===== src/wbs_pkg.sv =====
package wbs_pkg;

    localparam int WP_DEPTH = 16;
    localparam int WP_AW    = (WP_DEPTH > 1) ? $clog2(WP_DEPTH) : 1;
    localparam int WP_CW    = $clog2(WP_DEPTH + 1);

    localparam logic [30:0] ACCEL_ONE     = 31'd256;
    localparam logic [30:0] RADIUS_RESET  = 31'd128000;
    localparam logic [30:0] T_MAX         = 31'h7FFF_FFFF;

    localparam logic REG_MAX_SPEED     = 1'b0;
    localparam logic REG_ARRIVE_RADIUS = 1'b1;

    typedef enum logic {
        K_PUSH  = 1'b0,
        K_STEER = 1'b1
    } t_kind;

    typedef struct packed {
        t_kind              kind;
        logic signed [31:0] wx;
        logic signed [31:0] wy;
        logic signed [31:0] wz;
        logic signed [31:0] px;
        logic signed [31:0] py;
        logic signed [31:0] pz;
        logic signed [31:0] vx;
        logic signed [31:0] vy;
        logic signed [31:0] vz;
        logic [30:0]        accel;
    } t_item;

    typedef struct packed {
        logic  valid;
        t_item item;
    } t_fb;

    typedef enum logic {
        IU_DIV  = 1'b0,
        IU_SQRT = 1'b1
    } t_iu_op;

    typedef struct packed {
        logic        start;
        t_iu_op      op;
        logic [63:0] num;
        logic [32:0] den;
    } t_iu_req;

    typedef struct packed {
        logic        done;
        logic [63:0] res;
    } t_iu_rsp;

    typedef enum logic [3:0] {
        S_IDLE,
        S_VSQ,
        S_VSQRT,
        S_TDIV,
        S_NEAR,
        S_OFF,
        S_MAX,
        S_NORM,
        S_QSQ,
        S_LSQRT,
        S_CHK,
        S_CMUL,
        S_CDIV,
        S_RES
    } t_state;

    function automatic logic [31:0] mag32(input logic signed [31:0] v);
        return v[31] ? (~v + 32'd1) : v;
    endfunction

    function automatic logic [32:0] mag33(input logic signed [32:0] v);
        return v[32] ? (~v + 33'd1) : v;
    endfunction

    function automatic logic [57:0] mag58(input logic signed [57:0] v);
        return v[57] ? (~v + 58'd1) : v;
    endfunction

    function automatic logic signed [31:0] sat32(input logic signed [58:0] v);
        logic ovf;
        ovf = (v[58:31] != {28{1'b0}}) && (v[58:31] != {28{1'b1}});
        if (ovf) begin
            return v[58] ? 32'sh8000_0000 : 32'sh7FFF_FFFF;
        end
        return v[31:0];
    endfunction

endpackage


===== src/wbs_iter.sv =====
module wbs_iter (
    input  logic             i_clk,
    input  logic             i_rst_n,
    input  wbs_pkg::t_iu_req i_req,
    output wbs_pkg::t_iu_rsp o_rsp
);
    import wbs_pkg::*;

    logic        r_busy;
    t_iu_op      r_op;
    logic [6:0]  r_cnt;
    logic [63:0] r_num;
    logic [35:0] r_rem;
    logic [63:0] r_q;
    logic [32:0] r_den;
    logic        r_done;
    logic [35:0] w_sh;
    logic [35:0] w_trial;
    logic        w_ge;

    always_comb begin
        if (r_op == IU_SQRT) begin
            w_sh    = {r_rem[33:0], r_num[63:62]};
            w_trial = {2'b00, r_q[31:0], 2'b01};
        end else begin
            w_sh    = {r_rem[34:0], r_num[63]};
            w_trial = {3'b000, r_den};
        end
        w_ge = (w_sh >= w_trial);
    end

    assign o_rsp.done = r_done;
    assign o_rsp.res  = r_q;

    always_ff @(posedge i_clk) begin
        if (!i_rst_n) begin
            r_busy <= 1'b0;
            r_done <= 1'b0;
            r_cnt  <= 7'd0;
        end else begin
            r_done <= 1'b0;
            if (i_req.start) begin
                r_busy <= 1'b1;
                r_cnt  <= (i_req.op == IU_SQRT) ? 7'd32 : 7'd64;
            end else if (r_busy) begin
                r_cnt <= r_cnt - 7'd1;
                if (r_cnt == 7'd1) begin
                    r_busy <= 1'b0;
                    r_done <= 1'b1;
                end
            end
        end
    end

    always_ff @(posedge i_clk) begin
        if (i_req.start) begin
            r_op  <= i_req.op;
            r_num <= i_req.num;
            r_den <= i_req.den;
            r_rem <= 36'd0;
            r_q   <= 64'd0;
        end else if (r_busy) begin
            r_num <= (r_op == IU_SQRT) ? {r_num[61:0], 2'b00} : {r_num[62:0], 1'b0};
            r_rem <= w_ge ? (w_sh - w_trial) : w_sh;
            r_q   <= {r_q[62:0], w_ge};
        end
    end
endmodule


===== config.mk =====
export PLATFORM = sky130hd
export DESIGN_NAME = wbs_iter
export DESIGN_NICKNAME = d
export VERILOG_FILES = /design/src/wbs_pkg.sv /design/src/wbs_iter.sv
export SDC_FILE = /design/constraint.sdc
export NUM_CORES = 1
export LEC_CHECK = 0
export BUFFER_PORTS_ARGS = -buffer_cell sky130_fd_sc_hd__buf_2
export CAP_MARGIN = 15
export CORE_MARGIN = 2
export CORE_UTILIZATION = 40
export DETAILED_ROUTE_END_ITERATION = 16
export GPL_ROUTABILITY_DRIVEN = 0
export PLACE_DENSITY = 0.65
export SLEW_MARGIN = 20
export SYNTH_ARGS = -nofsm -noshare
export SYNTH_HDL_FRONTEND = slang
export SYNTH_SLANG_ARGS = --single-unit
export TNS_END_PERCENT = 50

===== constraint.sdc =====
create_clock -name i_clk -period 7.4 [get_ports i_clk]
set_clock_uncertainty 0.05 [all_clocks]
set_input_delay 0.74 -clock i_clk [delete_from_list [all_inputs] [get_ports i_clk]]
set_output_delay 0.74 -clock i_clk [all_outputs]
set_load 0.02 [all_outputs]

==> results.cfg <==
[cells_and_area]
final_cell_mix = 174 x mux2i_1, 164 x buf_2, 118 x nand2_1, 116 x nor2_1, 107 x dfxtp_1
nets = 1356
final_core_util_pct = 47.16
layout_commonest_cell = mux2i_1
final_cell_area_um2 = 13030
instances_no_fill = 1616
drive_gt1_share_pct = 21.68
area_growth_pct = 16.91

[logic_synthesis]
yosysUniqueCellTypes = 64
synth_ff_type = dfxtp_1
postSynthAreaPerCell_um2 = 10.27
ys_ff_latch = 206
yosys_warnings = 0
synth-edff-count = 98
synthCells = 1085
ys_async_sr_fraction_pct = 0
syn-cell-area_um2 = 11140
synth.net_count = 1223
yosysSeqAreaShare_pct = 45.81

[detailed_routing]
vias_per_cell = 5.113
drc = 0
num_vias = 8262
detail_route.wl_per_cell_um = 15.57
wirelength_mm = 25.16
drtPass1Iterations = 5
antenna_left = 0
drt-initial-drc-count = 638

[sta]
fmax_mhz = 202.4
timing.hold.ws_ns = 0.3457
hold_viol_final = 0
fin_setup_tns_ns = 0
finalSetupViolations = 0
finalCriticalPeriod_ns = 4.941
setup_slack_ns = 2.459
tightest_slew_ns = 1.002
slew_headroom_pct = 33.23
grt_setup_unrepaired = false
slew_violations = 0
timing.final.crit_share_pct = 66.77

[clock_tree]
clock-sinks = 206
cts_hold_buffers = 0
clkTransAtPathRegs_ns = 0.06
ctsResizeCount = 0
cts_tree = yes
clk_path_buf_depth = 3
cts_buffers = 24
post_cts.repair.setup_buffers = 0
ctsHtreeMaxLevel = 1
clkLatencyLatePin_ns = 0.52
cts-root-buf = clkbuf_16

[placed_design]
postPlaceCellArea_um2 = 12220
post-place-cells = 1570
numPortBuffers = 165
preCtsSetupSlack_ns = 2.513
dp_hpwl_mm = 17.27

[setup_path]
slowest_delay_ns = 0.90
worstSetupPathType = reg -> reg
r2r_slack_ns = 2.46
cp-start-kind = register
worstPathCellList = buf_12 > mux2_2 > ha_1 > nand4_1 > nor4_2 > o2111ai_1 > a31oi_4 > buf_4 > nand2_1 > o221ai_1
cp-end-kind = register
worstPathArrival_ns = 5.32
cp.required_ns = 7.78
cp_max_fo = 49
cpMaxStageDelayCell = edfxtp_1

[die]
chipHeight_um = 170.9
dieArea_um2 = 29210
core_area_um2 = 27630
dieWidth_um = 170.9
ios = 166
fp-row-count = 61
start_util_pct = 40.34

[status]
outcome = completed

[power]
power_mw = 3.834
power_density_nw_per_um2 = 294.2
p_leak_nw = 5.645
ir_drop_mv = 0.1657

[grt]
gr-total-overflow = 0
grt_max_degree = 97
grt_pass1_wl_mm = 40.74
grt_usage_pct = 16.95
antenna_found_initial = 3
grt_pass1_vias = 8020

[hold_path]
hold_class = in -> reg

[job]
maxCapViolCount = 0
[metal layers]
| metal | track usage (%) | wire [um] |
|---|---|---|
| met5 | 0 | 16 |
| met4 | 4.422 | 571 |
| met3 | 2.915 | 1144 |
| met2 | 27.53 | 11360 |
| met1 | 23.46 | 12070 |
[kinds of logic (layout without fill, tap and decap cells)]
group | after synthesis | in the layout | synth area share [%]
and+or+nand+nor | 291 | 291 | 11.35
AOI/OAI and AO/OA | 228 | 228 | 13.41
muxes | 209 | 209 | 19.23
DFF | 206 | 206 | 45.81
buffers and inverters | 79 | 230 | 3.233
adders and majority gates | 37 | 37 | 4.221
xor gates and xnor gates | 35 | 35 | 2.751
other | 0 | 2 | 0
[flip-flops by register name, summed over array words and instances, names as in the netlist]
| signal | flops |
|---|---|
| r_cnt | 7 |
| r_den | 33 |
| r_op | 1 |
| r_done | 1 |
| r_busy | 1 |
| r_rem | 35 |
| r_q | 64 |
| r_num | 64 |
[synth_stat cells (2+ instances only)]
| master | number | area share [%] |
|---|---|---|
| mux2i_1 | 174 | 16 |
| nand2_1 | 118 | 4.0 |
| nor2_1 | 116 | 3.9 |
| dfxtp_1 | 108 | 19 |
| edfxtp_1 | 98 | 26 |
| o21ai_0 | 75 | 3.4 |
| a21oi_1 | 39 | 1.8 |
| ha_1 | 36 | 4.0 |
| clkbuf_1 | 33 | 1.1 |
| mux2_2 | 33 | 3.3 |
| xnor2_1 | 25 | 2.0 |
| a21o_1 | 22 | 1.5 |
| buf_2 | 18 | 0.81 |
| o21ai_1 | 17 | 0.76 |
| a211oi_1 | 15 | 1.0 |
| a31oi_1 | 12 | 0.67 |
| buf_1 | 10 | 0.34 |
| nand2b_1 | 10 | 0.56 |
| nand4_1 | 10 | 0.56 |
| xor2_1 | 10 | 0.79 |
| inv_1 | 9 | 0.30 |
| and2_1 | 6 | 0.34 |
| nor3_1 | 6 | 0.27 |
| o21a_1 | 6 | 0.40 |
| o21bai_1 | 6 | 0.40 |
| a311oi_1 | 5 | 0.39 |
| nand3_1 | 5 | 0.22 |
| nor2b_1 | 5 | 0.28 |
| buf_6 | 4 | 0.40 |
| a211o_1 | 3 | 0.24 |
| a211oi_2 | 3 | 0.34 |
| and3_1 | 3 | 0.17 |
| buf_4 | 3 | 0.20 |
| nor4_1 | 3 | 0.17 |
| o2111ai_1 | 3 | 0.24 |
| a21oi_2 | 2 | 0.16 |
| a221o_1 | 2 | 0.18 |
| a22o_1 | 2 | 0.16 |
| a31oi_4 | 2 | 0.38 |
| mux2_4 | 2 | 0.27 |
| o211a_1 | 2 | 0.18 |
| or2_2 | 2 | 0.11 |
[worst max-delay path: cells and delay by family (launching register included)]
family          cells  cell delay, ns
compound gates      3            1.29
flops               1            0.90
simple gates        3            0.82
buf+inv             2            0.84
fa+ha+maj           1            0.50
mux                 1            0.40
[path summary, 6_finish.rpt]
check,depth (start not counted),end,startpoint
worst min-delay path,1,r_den[18],i_req[18]
worst min register to register,2,r_rem[19],r_rem[19]
worst max register to register,10,r_rem[33],r_op
worst max-delay path,10,r_rem[33],r_op
[report_power, final]
group / leakage (nW) / total (mW) / internal [mW] / switching, mW
Sequential: 1.87 / 1.37 / 1.31 / 0.0635
Clock: 0.388 / 1.17 / 0.714 / 0.456
Combinational: 3.39 / 1.29 / 0.558 / 0.733
Total: 5.64 / 3.83 / 2.58 / 1.25
[layout make-up]
cell class | instances | area, um2
fill | 2654 | 14600
inverter | 11 | 41.29
multi-input combinational | 800 | 5679
clock buffer | 41 | 778.2
antenna | 2 | 5.005
sequential | 206 | 5109
clock inverter | 3 | 21.27
timing repair buffer | 175 | 922.1
tap | 378 | 473.0
Note: power is estimated with default switching activity, not from simulation.
