File: src/wbs_pkg.sv
package wbs_pkg;

    localparam int WP_DEPTH = 16;
    localparam int WP_AW    = (WP_DEPTH > 1) ? $clog2(WP_DEPTH) : 1;
    localparam int WP_CW    = $clog2(WP_DEPTH + 1);

    localparam logic [30:0] ACCEL_ONE     = 31'd256;
    localparam logic [30:0] RADIUS_RESET  = 31'd128000;
    localparam logic [30:0] T_MAX         = 31'h7FFF_FFFF;

    localparam logic REG_MAX_SPEED     = 1'b0;
    localparam logic REG_ARRIVE_RADIUS = 1'b1;

    typedef enum logic {
        K_PUSH  = 1'b0,
        K_STEER = 1'b1
    } t_kind;

    typedef struct packed {
        t_kind              kind;
        logic signed [31:0] wx;
        logic signed [31:0] wy;
        logic signed [31:0] wz;
        logic signed [31:0] px;
        logic signed [31:0] py;
        logic signed [31:0] pz;
        logic signed [31:0] vx;
        logic signed [31:0] vy;
        logic signed [31:0] vz;
        logic [30:0]        accel;
    } t_item;

    typedef struct packed {
        logic  valid;
        t_item item;
    } t_fb;

    typedef enum logic {
        IU_DIV  = 1'b0,
        IU_SQRT = 1'b1
    } t_iu_op;

    typedef struct packed {
        logic        start;
        t_iu_op      op;
        logic [63:0] num;
        logic [32:0] den;
    } t_iu_req;

    typedef struct packed {
        logic        done;
        logic [63:0] res;
    } t_iu_rsp;

    typedef enum logic [3:0] {
        S_IDLE,
        S_VSQ,
        S_VSQRT,
        S_TDIV,
        S_NEAR,
        S_OFF,
        S_MAX,
        S_NORM,
        S_QSQ,
        S_LSQRT,
        S_CHK,
        S_CMUL,
        S_CDIV,
        S_RES
    } t_state;

    function automatic logic [31:0] mag32(input logic signed [31:0] v);
        return v[31] ? (~v + 32'd1) : v;
    endfunction

    function automatic logic [32:0] mag33(input logic signed [32:0] v);
        return v[32] ? (~v + 33'd1) : v;
    endfunction

    function automatic logic [57:0] mag58(input logic signed [57:0] v);
        return v[57] ? (~v + 58'd1) : v;
    endfunction

    function automatic logic signed [31:0] sat32(input logic signed [58:0] v);
        logic ovf;
        ovf = (v[58:31] != {28{1'b0}}) && (v[58:31] != {28{1'b1}});
        if (ovf) begin
            return v[58] ? 32'sh8000_0000 : 32'sh7FFF_FFFF;
        end
        return v[31:0];
    endfunction

endpackage

File: src/wbs_in_if.sv
interface wbs_in_if;
    logic               valid;
    logic               ready;
    logic               cmd;
    logic signed [31:0] waypoint_x;
    logic signed [31:0] waypoint_y;
    logic signed [31:0] waypoint_z;
    logic signed [31:0] pos_x;
    logic signed [31:0] pos_y;
    logic signed [31:0] pos_z;
    logic signed [31:0] vel_x;
    logic signed [31:0] vel_y;
    logic signed [31:0] vel_z;
    logic [30:0]        accel_limit;

    modport source (
        output valid, cmd, waypoint_x, waypoint_y, waypoint_z,
        output pos_x, pos_y, pos_z, vel_x, vel_y, vel_z, accel_limit,
        input  ready
    );
    modport sink (
        input  valid, cmd, waypoint_x, waypoint_y, waypoint_z,
        input  pos_x, pos_y, pos_z, vel_x, vel_y, vel_z, accel_limit,
        output ready
    );
endinterface

File: src/wbs_front.sv
module wbs_front (
    input  logic         i_clk,
    input  logic         i_rst_n,
    wbs_in_if.sink       i_item,
    output wbs_pkg::t_fb o_fb,
    input  logic         i_fb_ready
);
    import wbs_pkg::*;

    t_item      r_ent [2];
    logic       r_wp;
    logic       r_rp;
    logic [1:0] r_cnt;
    logic       w_push;
    logic       w_pop;
    t_item      w_new;

    assign i_item.ready = (r_cnt != 2'd2);
    assign w_push       = i_item.valid && i_item.ready;
    assign w_pop        = o_fb.valid && i_fb_ready;

    always_comb begin
        w_new.kind  = i_item.cmd ? K_STEER : K_PUSH;
        w_new.wx    = i_item.waypoint_x;
        w_new.wy    = i_item.waypoint_y;
        w_new.wz    = i_item.waypoint_z;
        w_new.px    = i_item.pos_x;
        w_new.py    = i_item.pos_y;
        w_new.pz    = i_item.pos_z;
        w_new.vx    = i_item.vel_x;
        w_new.vy    = i_item.vel_y;
        w_new.vz    = i_item.vel_z;
        w_new.accel = (i_item.accel_limit == 31'd0) ? ACCEL_ONE : i_item.accel_limit;
    end

    assign o_fb.valid = (r_cnt != 2'd0);
    assign o_fb.item  = r_ent[r_rp];

    always_ff @(posedge i_clk) begin
        if (!i_rst_n) begin
            r_wp  <= 1'b0;
            r_rp  <= 1'b0;
            r_cnt <= 2'd0;
        end else begin
            if (w_push) begin
                r_wp <= ~r_wp;
            end
            if (w_pop) begin
                r_rp <= ~r_rp;
            end
            r_cnt <= r_cnt + {1'b0, w_push} - {1'b0, w_pop};
        end
    end

    always_ff @(posedge i_clk) begin
        if (w_push) begin
            r_ent[r_wp] <= w_new;
        end
    end
endmodule

File: src/flat_wrapper.sv
// flat-port wrapper written by rule: the top's interface ports become plain ports
module wbs_front_flat import wbs_pkg::*;
  (i_clk, i_rst_n, o_fb, i_fb_ready, i_item_valid, i_item_cmd, i_item_waypoint_x, i_item_waypoint_y, i_item_waypoint_z, i_item_pos_x, i_item_pos_y, i_item_pos_z, i_item_vel_x, i_item_vel_y, i_item_vel_z, i_item_accel_limit, i_item_ready);
  wbs_in_if i_item_i ();
  input  logic i_clk;
  input  logic i_rst_n;
  output wbs_pkg::t_fb o_fb;
  input  logic i_fb_ready;
  input wire logic [$bits(i_item_i.valid)-1:0] i_item_valid;
  input wire logic [$bits(i_item_i.cmd)-1:0] i_item_cmd;
  input wire logic [$bits(i_item_i.waypoint_x)-1:0] i_item_waypoint_x;
  input wire logic [$bits(i_item_i.waypoint_y)-1:0] i_item_waypoint_y;
  input wire logic [$bits(i_item_i.waypoint_z)-1:0] i_item_waypoint_z;
  input wire logic [$bits(i_item_i.pos_x)-1:0] i_item_pos_x;
  input wire logic [$bits(i_item_i.pos_y)-1:0] i_item_pos_y;
  input wire logic [$bits(i_item_i.pos_z)-1:0] i_item_pos_z;
  input wire logic [$bits(i_item_i.vel_x)-1:0] i_item_vel_x;
  input wire logic [$bits(i_item_i.vel_y)-1:0] i_item_vel_y;
  input wire logic [$bits(i_item_i.vel_z)-1:0] i_item_vel_z;
  input wire logic [$bits(i_item_i.accel_limit)-1:0] i_item_accel_limit;
  output wire logic [$bits(i_item_i.ready)-1:0] i_item_ready;
  assign i_item_i.valid = i_item_valid;
  assign i_item_i.cmd = i_item_cmd;
  assign i_item_i.waypoint_x = i_item_waypoint_x;
  assign i_item_i.waypoint_y = i_item_waypoint_y;
  assign i_item_i.waypoint_z = i_item_waypoint_z;
  assign i_item_i.pos_x = i_item_pos_x;
  assign i_item_i.pos_y = i_item_pos_y;
  assign i_item_i.pos_z = i_item_pos_z;
  assign i_item_i.vel_x = i_item_vel_x;
  assign i_item_i.vel_y = i_item_vel_y;
  assign i_item_i.vel_z = i_item_vel_z;
  assign i_item_i.accel_limit = i_item_accel_limit;
  assign i_item_ready = i_item_i.ready;
  wbs_front u_core (.i_clk(i_clk), .i_rst_n(i_rst_n), .i_item(i_item_i), .o_fb(o_fb), .i_fb_ready(i_fb_ready));
endmodule
File: config.mk
export PLATFORM = sky130hd
export DESIGN_NAME = wbs_front_flat
export DESIGN_NICKNAME = d
export VERILOG_FILES = /design/src/wbs_pkg.sv /design/src/wbs_in_if.sv /design/src/wbs_front.sv /design/src/flat_wrapper.sv
export SDC_FILE = /design/constraint.sdc
export NUM_CORES = 1
export LEC_CHECK = 0
export ABC_CLOCK_PERIOD_IN_PS = 15000
export BUFFER_PORTS_ARGS = -buffer_cell sky130_fd_sc_hd__buf_2
export CAP_MARGIN = 20
export CORE_AREA = 2 2 248 250
export DETAILED_ROUTE_END_ITERATION = 10
export DIE_AREA = 0 0 250 252
export PLACE_DENSITY = 0.65
export SLEW_MARGIN = 20
export SYNTH_ARGS = -nofsm -noshare
export SYNTH_HDL_FRONTEND = slang
export SYNTH_SLANG_ARGS = --single-unit
export TNS_END_PERCENT = 1
File: constraint.sdc
create_clock -name i_clk -period 15 [get_ports i_clk]
set_input_delay 0.75 -clock i_clk [delete_from_list [all_inputs] [get_ports i_clk]]
set_output_delay 0.75 -clock i_clk [all_outputs]
set_load 0.01 [all_outputs]
==> results of run 1 <==
==> kinds of logic (layout without fill, tap and decap cells) <==
logic type                 Yosys count  count (layout)  share of synthesized area, %
DFF                                645             645                          77.1
xor gates and xnor gates             2               2                        0.0699
buffers and inverters               70             782                          3.23
AOI/OAI and AO/OA                    4               4                         0.120
adders and majority gates            2               2                        0.0999
muxes                              320             320                          18.9
and+or+nand+nor                     21              21                         0.489
other                                0               9                             0
==> worst register-to-register path, stage by stage (launching register included) <==
cell and delay (ns):
dfxtp_1 0.37, nand2b_1 0.26, nand3b_1 0.24, inv_8 0.60, buf_4 0.82, buf_6 0.74
==> per-layer routing <==
metal / vias up / share of wire, %
li1: 5541 / -
met1: 5989 / 37
met2: 407 / 53
met3: 78 / 8.3
met4: 12 / 2.0
met5: - / 0.15
==> cells in the mapped netlist <==
cell	n	area (um^2)
nand2b_1	1	6.26
o21bai_1	1	7.51
and3_1	1	6.26
or2_2	1	6.26
o21a_1	1	7.51
nor4_1	7	43.8
a21oi_1	1	5.00
inv_1	4	15.0
clkbuf_1	30	113
and2_1	3	18.8
nor2_1	3	11.3
dfxtp_1	5	100
mux2_2	20	225
mux2_4	300	4500
nand3b_1	1	7.51
a21bo_2	1	10.0
xnor2_1	1	8.76
ha_1	2	25.0
nor3_1	2	10.0
xor2_1	1	8.76
buf_12	33	661
buf_6	1	11.3
nand4_1	2	12.5
edfxtp_1	640	19200
buf_2	2	10.0
==> final timing paths <==
path / start / endpoint / slack, ns / cells past startpoint
setup reg to reg: u_core.r_cnt[0] / u_core.r_ent[0][244] / 11.48 / 5
hold reg to reg: u_core.r_cnt[1] / u_core.r_cnt[1] / 0.55 / 2
setup / recovery: flop / o_fb[221] / 10.43 / 4
hold / removal: i_item_pos_y[20] / u_core.r_ent[0][179] / 0.35 / 1
==> where the power goes <==
group | total [mW] | leakage (nW) | switching [mW] | internal, mW
logic | 1.42 | 4.91 | 0.707 | 0.714
clock network | 1.59 | 1.05 | 0.669 | 0.923
registers | 2.34 | 6.01 | 0.0764 | 2.27
==> sequential cells by signal (all words and copies together) (netlist names), named ones only <==
| signal | flops |
|---|---|
| u_core.r_ent | 640 |
| u_core.r_cnt | 2 |
| u_core.r_wp | 1 |
| u_core.r_rp | 1 |
==> metrics by stage <==
step                      std cells  setup slack [ns]  power (mW)  instance area, um^2
after floorplan                1064              6.20        3.48                25100
after global placement         2436             11.00        3.80                28600
after detailed placement       2436             10.98        3.82                28600
after CTS                      2558             10.38        5.43                30700
after global routing           2565             10.28        5.58                30700
final                          2567             10.43        5.35                30700
==> placed cells by master, fill, tap and decap left out, drive strengths merged <==
cell type  netlist  routed
nand2b           1       1
or2              1       1
nor2             3       3
and3             1       1
ha               2       2
edfxtp         640     640
diode            0       9
nand4            2       2
xor2             1       1
o21a             1       1
a21bo            1       1
clkbuf          30      82
nand3b           1       1
buf             36     656
mux2           320     320
nor4             7       7
a21oi            1       1
clkinvlp         0       1
inv              4       6
bufinv           0       4
nor3             2       2
and2             3       3
xnor2            1       1
dfxtp            5       5
clkinv           0      33
o21bai           1       1
==> layout make-up <==
type                            instances  area, um^2  area share (%)
Timing Repair Buffer                  656        3330            10.8
Clock buffer                           82        1790            5.81
Tap cell                              782         978            3.18
Inverter                                4        22.5          0.0733
Clock inverter                         40         342            1.11
Antenna cell                            9        22.5          0.0733
Multi-Input combinational cell        349        4930            16.0
Sequential cell                       645       19300            62.9
==> impl_metrics.env, run 1 <==
export IMPL_globalRouteMet1Util_pct=18.2
export IMPL_setup_worst_path_class="flop to output port"
export IMPL_grt_use_total_pct=16.5
export IMPL_htree_levels=3
export IMPL_grt_antenna_before_repair=16
export IMPL_nFillCells=4929
export IMPL_crit_family="buffers and inverters"
export IMPL_whs_ns=0.349
export IMPL_synth_area_um2=25100
export IMPL_cts_hold_buf=0
export IMPL_cts_root_buffer="clkbuf_16"
export IMPL_tritoncts="built"
export IMPL_slew_violations=0
export IMPL_rows=90
export IMPL_met3_usage_pct=6.16
export IMPL_yosysUniqueCellTypes=25
export IMPL_chipHeight_um=252
export IMPL_p_per_area_nw_per_um2=174
export IMPL_use_met2_pct=29.1
export IMPL_crit_slowest_cell="buf_4"
export IMPL_areaGrowthSynthToFinish_pct=22.7
export IMPL_cts_setup_buffers=0
export IMPL_clock_skew_ns=0.0254
export IMPL_period_share_pct=30.4
export IMPL_grt_pass1_vias=12400
export IMPL_rsz0062_at_grt="no"
export IMPL_grt_start_max_net_pins=123
export IMPL_drtIter0Drc=642
export IMPL_crit_buf_inv=3
export IMPL_chipWidth_um=250
export IMPL_layout_min_cycle_time_ns=4.57
export IMPL_synthCells=1064
export IMPL_endpoint_kind="output port"
export IMPL_coreArea_um2=60100
export IMPL_grt_pass1_wl_mm=77.2
export IMPL_path_cells="buf_4, buf_4, mux2_4, buf_2"
export IMPL_vias_per_cell=4.69
export IMPL_ctsResizeCount=0
export IMPL_max_cap_violations=0
export IMPL_worst_pin_slew_ns=1.14
export IMPL_clkSlewWorstSetupHoldPaths_ns=0.06
export IMPL_cts_buffers=68
export IMPL_io_pins=646
export IMPL_leakage_nw=12.0
export IMPL_clock_sinks=645
export IMPL_synth_nets=1390
export IMPL_drc_errors=0
export IMPL_crit_path_max_fanout=56
export IMPL_cp_required_ns=14.25
export IMPL_synth_seq_cells=645
export IMPL_hold_path_class="primary input to flop"
export IMPL_cpMostUsedCell="buf_4"
export IMPL_clock_latency_ns=0.58
export IMPL_crit_path_max_incr_delay_ns=0.89
export IMPL_synth_area_per_cell_um2=23.5
export IMPL_synth_seq_area_share_pct=77.1
export IMPL_cp_arrival_ns=3.82
export IMPL_gp_congestion=0.785
export IMPL_port_buffers=645
export IMPL_antenna_left=0
export IMPL_first_pass_iters=4
export IMPL_clock_fmax_mhz=219
export IMPL_cts_buffer_depth=3
export IMPL_yosys_warnings=0
export IMPL_routed_wirelength_mm=54.2
export IMPL_gr_total_overflow=0
export IMPL_start_util_pct=41.7
export IMPL_hold_violations=0
export IMPL_ir_worst_vdd_mv=0.172
export IMPL_post_route_util_pct=51.1
export IMPL_finalSetupViolCount=0
export IMPL_drive_gt1_share_pct=60.7
export IMPL_vias=12000
export IMPL_cp_start_kind="flop"
export IMPL_tns_ns=0
export IMPL_status="finished clean"
export IMPL_grt_busiest_layer="met2"
export IMPL_nets=2050
export IMPL_relSlewSlack_pct=23.9
export IMPL_dp_hpwl_mm=37.6
export IMPL_dieArea_um2=63000
export IMPL_wl_per_cell_um=21.1
(Power assumes the default switching activity.)
==> run 2: changes to the inputs <==
- ABC_CLOCK_PERIOD_IN_PS: 15000 -> 4500
- clock period: 15 -> 4.5 ns (I/O delays scaled with it)
==> run 2 against run 1 <==
Net effect:
- clock skew fell by 0.0076 ns
- total power rose to 3.4 times the previous value
- sequential cell count did not move
- register-to-register slack got worse by 9.3 ns
- via count rose by 14%
- global-route usage rose by 2.0 points
- wire length rose by 11%
- sequential share of layout area fell by 6.4 points
- core utilization rose by 5.8 points
- non-clock buffer count rose by 342
- combinational power rose to 3.5 times the previous value
==> impl_metrics.env, run 2 (synthesis gave the netlist of run 1 again) <==
export IMPL_coreArea_um2=60100
export IMPL_p_per_area_nw_per_um2=536
export IMPL_setup_worst_path_class="flop to output port"
export IMPL_switching_share_pct=27.2
export IMPL_post_route_util_pct=56.9
export IMPL_gr_total_overflow=0
export IMPL_endpoint="o_fb[277]"
export IMPL_areaGrowthSynthToFinish_pct=36.6
export IMPL_cp_required_ns=4.28
export IMPL_top_register="u_core.r_ent"
export IMPL_relSlewSlack_pct=30.4
export IMPL_largest_register_ff_count=640
export IMPL_chipWidth_um=250
export IMPL_p_sw_mw=4.99
export IMPL_tns_ns=0
export IMPL_vias_per_cell=4.71
export IMPL_grt_pass1_vias=15100
export IMPL_gp_congestion=0.855
export IMPL_grt_use_total_pct=18.4
export IMPL_rr_worst_depth=4
export IMPL_clock_sinks=645
export IMPL_cp_start_kind="flop"
export IMPL_reg_top3="u_core.r_ent (640), u_core.r_cnt (2)"
export IMPL_slew_violations=0
export IMPL_finalSetupViolCount=0
export IMPL_power_share_clock_pct=29.8
export IMPL_combPwrFrac_pct=27.5
export IMPL_pwr_share_seq_pct=42.8
export IMPL_drc_errors=0
export IMPL_cts_root_buffer="clkbuf_16"
export IMPL_nets=2394
export IMPL_status="finished clean"
export IMPL_grt_antenna_before_repair=7
export IMPL_timing_rr_end="u_core.r_ent[0][136]"
export IMPL_clock_fmax_mhz=341
export IMPL_htree_levels=3
export IMPL_rows=90
export IMPL_antenna_left=0
export IMPL_cts_setup_buffers=0
export IMPL_rsz0062_at_grt="no"
export IMPL_layout_common_cells="645 x buf_2, 640 x edfxtp_1, 322 x dlygate4sd3_1"
export IMPL_design_area_um2=34200
export IMPL_cts_buffers=70
export IMPL_wl_per_cell_um=20.7
export IMPL_tritoncts="built"
export IMPL_hold_path_class="primary input to flop"
export IMPL_first_pass_iters=4
export IMPL_routed_wirelength_mm=60.1
export IMPL_r2r_setup_slack_ns=2.23
export IMPL_r2r_start="u_core.r_cnt[0]"
export IMPL_hold_violations=0
export IMPL_crit_path_max_fanout=52
export IMPL_drtIter0Drc=720
export IMPL_p_int_mw=13.4
export IMPL_io_pins=646
export IMPL_grt_pass1_wl_mm=87.9
export IMPL_whs_ns=0.121
export IMPL_leakage_nw=13.4
export IMPL_clock_skew_ns=0.0177
export IMPL_final_common_cell="buf_2"
export IMPL_ctsResizeCount=0
export IMPL_chipHeight_um=252
export IMPL_cts_hold_buf=322
export IMPL_placed_cell_area_um2=28800
export IMPL_cp_arrival_ns=2.71
export IMPL_ir_worst_vdd_mv=0.374
export IMPL_grt_start_max_net_pins=100
export IMPL_layout_min_cycle_time_ns=2.93
export IMPL_start_util_pct=41.7
export IMPL_worst_pin_slew_ns=1.04
export IMPL_power_mw=18.4
export IMPL_dp_hpwl_mm=39.2
export IMPL_clock_latency_ns=0.59
export IMPL_dieArea_um2=63000
export IMPL_port_buffers=645
export IMPL_drive_gt1_share_pct=51.6
export IMPL_clkSlewWorstSetupHoldPaths_ns=0.05
export IMPL_period_share_pct=65.1
export IMPL_vias=13700
export IMPL_max_cap_violations=0
export IMPL_cts_buffer_depth=3
export IMPL_endpoint_kind="output port"
-- run 2: per-stage QoR --
stage / setup slack (ns) / std cells
2_1_floorplan: -1.30 / 1064
3_3_place_gp: 2.24 / 2456
3_5_place_dp: 2.19 / 2456
4_1_cts: 1.52 / 2903
5_1_grt: 1.43 / 2908
6_report: 1.57 / 2908
-- run 2: layout make-up --
class / count / area (um^2)
multi-input cells: 349 / 4940
diodes: 5 / 12.5
flip-flops and latches: 645 / 19300
fillers: 4561 / 25900
clock inverters: 32 / 305
inverters: 4 / 18.8
well taps: 782 / 978
repair buffers: 998 / 6780
clock buffers: 93 / 1870
-- run 2: worst max-delay path, cell delays in order (launching register included) --
cell and delay [ns]:
dfxtp_4 1.01, buf_4 0.51, mux2_4 0.35, buf_2 0.15
-- run 2: worst min path at each step --
stage,start,to,slack [ns],cells after the start
after floorplan,i_item_vel_x[5],u_core.r_ent[0][100],0.32,0
after global placement,i_item_waypoint_x[3],u_core.r_ent[1][290],0.41,1
after detailed placement,i_item_waypoint_z[27],u_core.r_ent[0][250],0.42,1
after CTS,i_fb_ready,flop,0.09,4
after global routing,i_fb_ready,u_core.r_rp,0.15,4
final,i_fb_ready,u_core.r_rp,0.12,4
-- run 2: power groups by stage --
stage / sequential (mW) / clock [mW] / combinational (mW)
floorplan: 7.95 / 0 / 3.55
global route: 7.92 / 5.85 / 5.33
CTS: 7.86 / 5.61 / 5.08
global placement: 7.94 / 0 / 4.79
finish: 7.85 / 5.46 / 5.04
detailed placement: 7.97 / 0 / 4.82
-- run 2: routing by layer --
| layer | share of wire (%) | vias to the layer above | GRT usage [%] |
|---|---|---|---|
| met1 | 38 | 6846 | 20.5 |
| met3 | 6.6 | 124 | 5.04 |
| met4 | 3.7 | 2 | 8.20 |
| met2 | 52 | 507 | 33.1 |
| li1 | - | 6227 | - |
| met5 | 0.020 | - | 0 |
==> run 3: changes to the inputs <==
- ABC_CLOCK_PERIOD_IN_PS: 4500 -> 2750
- clock period: 4.5 -> 2.75 ns (I/O delays scaled with it)
==> run 3 against run 2 <==
Net effect:
- worst hold slack improved by 0.15 ns
- total power rose by 64%
- sequential share of layout area fell by 0.30 points
- clock skew rose by 0.0051 ns
- critical path type unchanged
==> impl_metrics.env, run 3 (synthesis gave the netlist of run 1 again) <==
export IMPL_status="finished clean"
export IMPL_worst_pin_slew_ns=0.585
export IMPL_timing_rr_end="u_core.r_ent[0][172]"
export IMPL_chipHeight_um=252
export IMPL_ir_worst_vdd_mv=0.639
export IMPL_finalSetupViolCount=0
export IMPL_design_area_um2=34400
export IMPL_hold_path_class="primary input to flop"
export IMPL_top_register="u_core.r_ent"
export IMPL_min_to="u_core.r_ent[0][38]"
export IMPL_cts_setup_buffers=0
export IMPL_p_per_area_nw_per_um2=874
export IMPL_clock_latency_ns=0.58
export IMPL_io_pins=646
export IMPL_grt_pass1_wl_mm=87.9
export IMPL_cts_buffer_depth=3
export IMPL_coreArea_um2=60100
export IMPL_fin_cells=2913
export IMPL_r2r_start="u_core.r_cnt[0]"
export IMPL_dieArea_um2=63000
export IMPL_layout_min_cycle_time_ns=2.39
export IMPL_r2r_setup_slack_ns=0.93
export IMPL_whs_ns=0.273
export IMPL_vias_per_cell=4.75
export IMPL_drc_errors=0
export IMPL_grt_antenna_before_repair=3
export IMPL_nets=2406
export IMPL_chipWidth_um=250
export IMPL_clkSlewWorstSetupHoldPaths_ns=0.06
export IMPL_crit_path_max_incr_delay_ns=0.57
export IMPL_setup_worst_path_class="flop to output port"
export IMPL_first_pass_iters=5
export IMPL_numPlacedInstances=2467
export IMPL_areaGrowthSynthToFinish_pct=37.4
export IMPL_layout_common_cells="645 x buf_2, 640 x edfxtp_1, 323 x dlygate4sd3_1"
export IMPL_start_util_pct=41.7
export IMPL_clock_skew_ns=0.0228
export IMPL_path_cells="buf_12, mux2_4, buf_2"
export IMPL_drtIter0Drc=677
export IMPL_crit_family="flip-flops"
export IMPL_cp_required_ns=2.61
export IMPL_final_common_cell="buf_2"
export IMPL_grt_use_total_pct=18.4
export IMPL_gp_congestion=0.829
export IMPL_largest_register_ff_count=640
export IMPL_drive_gt1_share_pct=51.7
export IMPL_clock_sinks=645
export IMPL_cp_arrival_ns=2.25
export IMPL_post_route_util_pct=57.2
export IMPL_cp_start_kind="flop"
export IMPL_rows=90
export IMPL_relSlewSlack_pct=61.0
export IMPL_cts_buffers=70
export IMPL_min_delay_path_depth=2
export IMPL_reg_top3="u_core.r_ent (640), u_core.r_cnt (2)"
export IMPL_dp_hpwl_mm=39.9
export IMPL_wl_per_cell_um=20.6
export IMPL_crit_slowest_cell="dfxtp_4"
export IMPL_tritoncts="built"
export IMPL_cts_root_buffer="clkbuf_16"
export IMPL_clock_fmax_mhz=419
export IMPL_antenna_left=0
export IMPL_fin_ws_ns=0.362
export IMPL_routed_wirelength_mm=60.1
export IMPL_holdCritStartpoint="i_item_vel_z[7]"
export IMPL_post_place_ws_ns=0.911
export IMPL_hold_violations=0
export IMPL_power_mw=30.1
export IMPL_period_share_pct=86.8
export IMPL_grt_start_max_net_pins=91
export IMPL_htree_levels=3
export IMPL_rsz0062_at_grt="no"
export IMPL_vias=13800
export IMPL_max_cap_violations=0
export IMPL_rr_worst_depth=4
export IMPL_slew_violations=0
export IMPL_path_depth=3
export IMPL_grt_pass1_vias=14900
export IMPL_gr_total_overflow=0
export IMPL_placed_cell_area_um2=29000
export IMPL_port_buffers=645
export IMPL_endpoint_kind="output port"
export IMPL_crit_buf_inv=2
export IMPL_tns_ns=0
export IMPL_crit_path_max_fanout=66
export IMPL_leakage_nw=13.5
run 3: cell type report:
class	instances	area [um^2]
Inverter	4	18.8
Clock buffer	90	1830
Timing Repair Buffer	1010	7010
Multi-Input combinational cell	349	4940
Tap cell	782	978
Clock inverter	30	308
Antenna cell	3	7.51
Sequential cell	645	19300
Fill cell	4524	25700
run 3: power breakdown:
group	switching [mW]	leakage, nW	internal, mW	total [mW]
sequential	0.379	6.01	12.3	12.7
clock	3.61	1.03	5.17	8.77
combinational	4.17	6.47	4.40	8.58
run 3: routing by layer:
layer  global-route usage [%]  routed length (um)  up-vias
li1                         -                   -     6232
met1                     20.9               22300     6866
met2                     32.4               31100      594
met3                     4.96                4300      138
met4                     8.93                2420        0
met5                        0                   0        -
run 3: worst register-to-register path: stages, from the launching register on:
cell,delay (ns)
dfxtp_2,0.35
nand2b_4,0.15
nand3b_1,0.14
clkinvlp_4,0.29
buf_4,0.51
run 3: repair_timing:
item	CTS	global route
hold endpoints to repair	645	0
gates resized for setup	0	0
setup endpoints to repair	0	0
hold buffers	323	0
run 3: worst max path at each step:
stage	endpoint	slack, ns	from
2_1_floorplan	u_core.r_ent[0][0]	-3.05	u_core.r_cnt[0]
3_3_place_gp	o_fb[156]	0.97	flop
3_5_place_dp	u_core.r_ent[0][151]	0.91	u_core.r_cnt[0]
4_1_cts	o_fb[190]	0.32	flop
5_1_grt	o_fb[190]	0.26	flop
6_report	o_fb[190]	0.36	flop
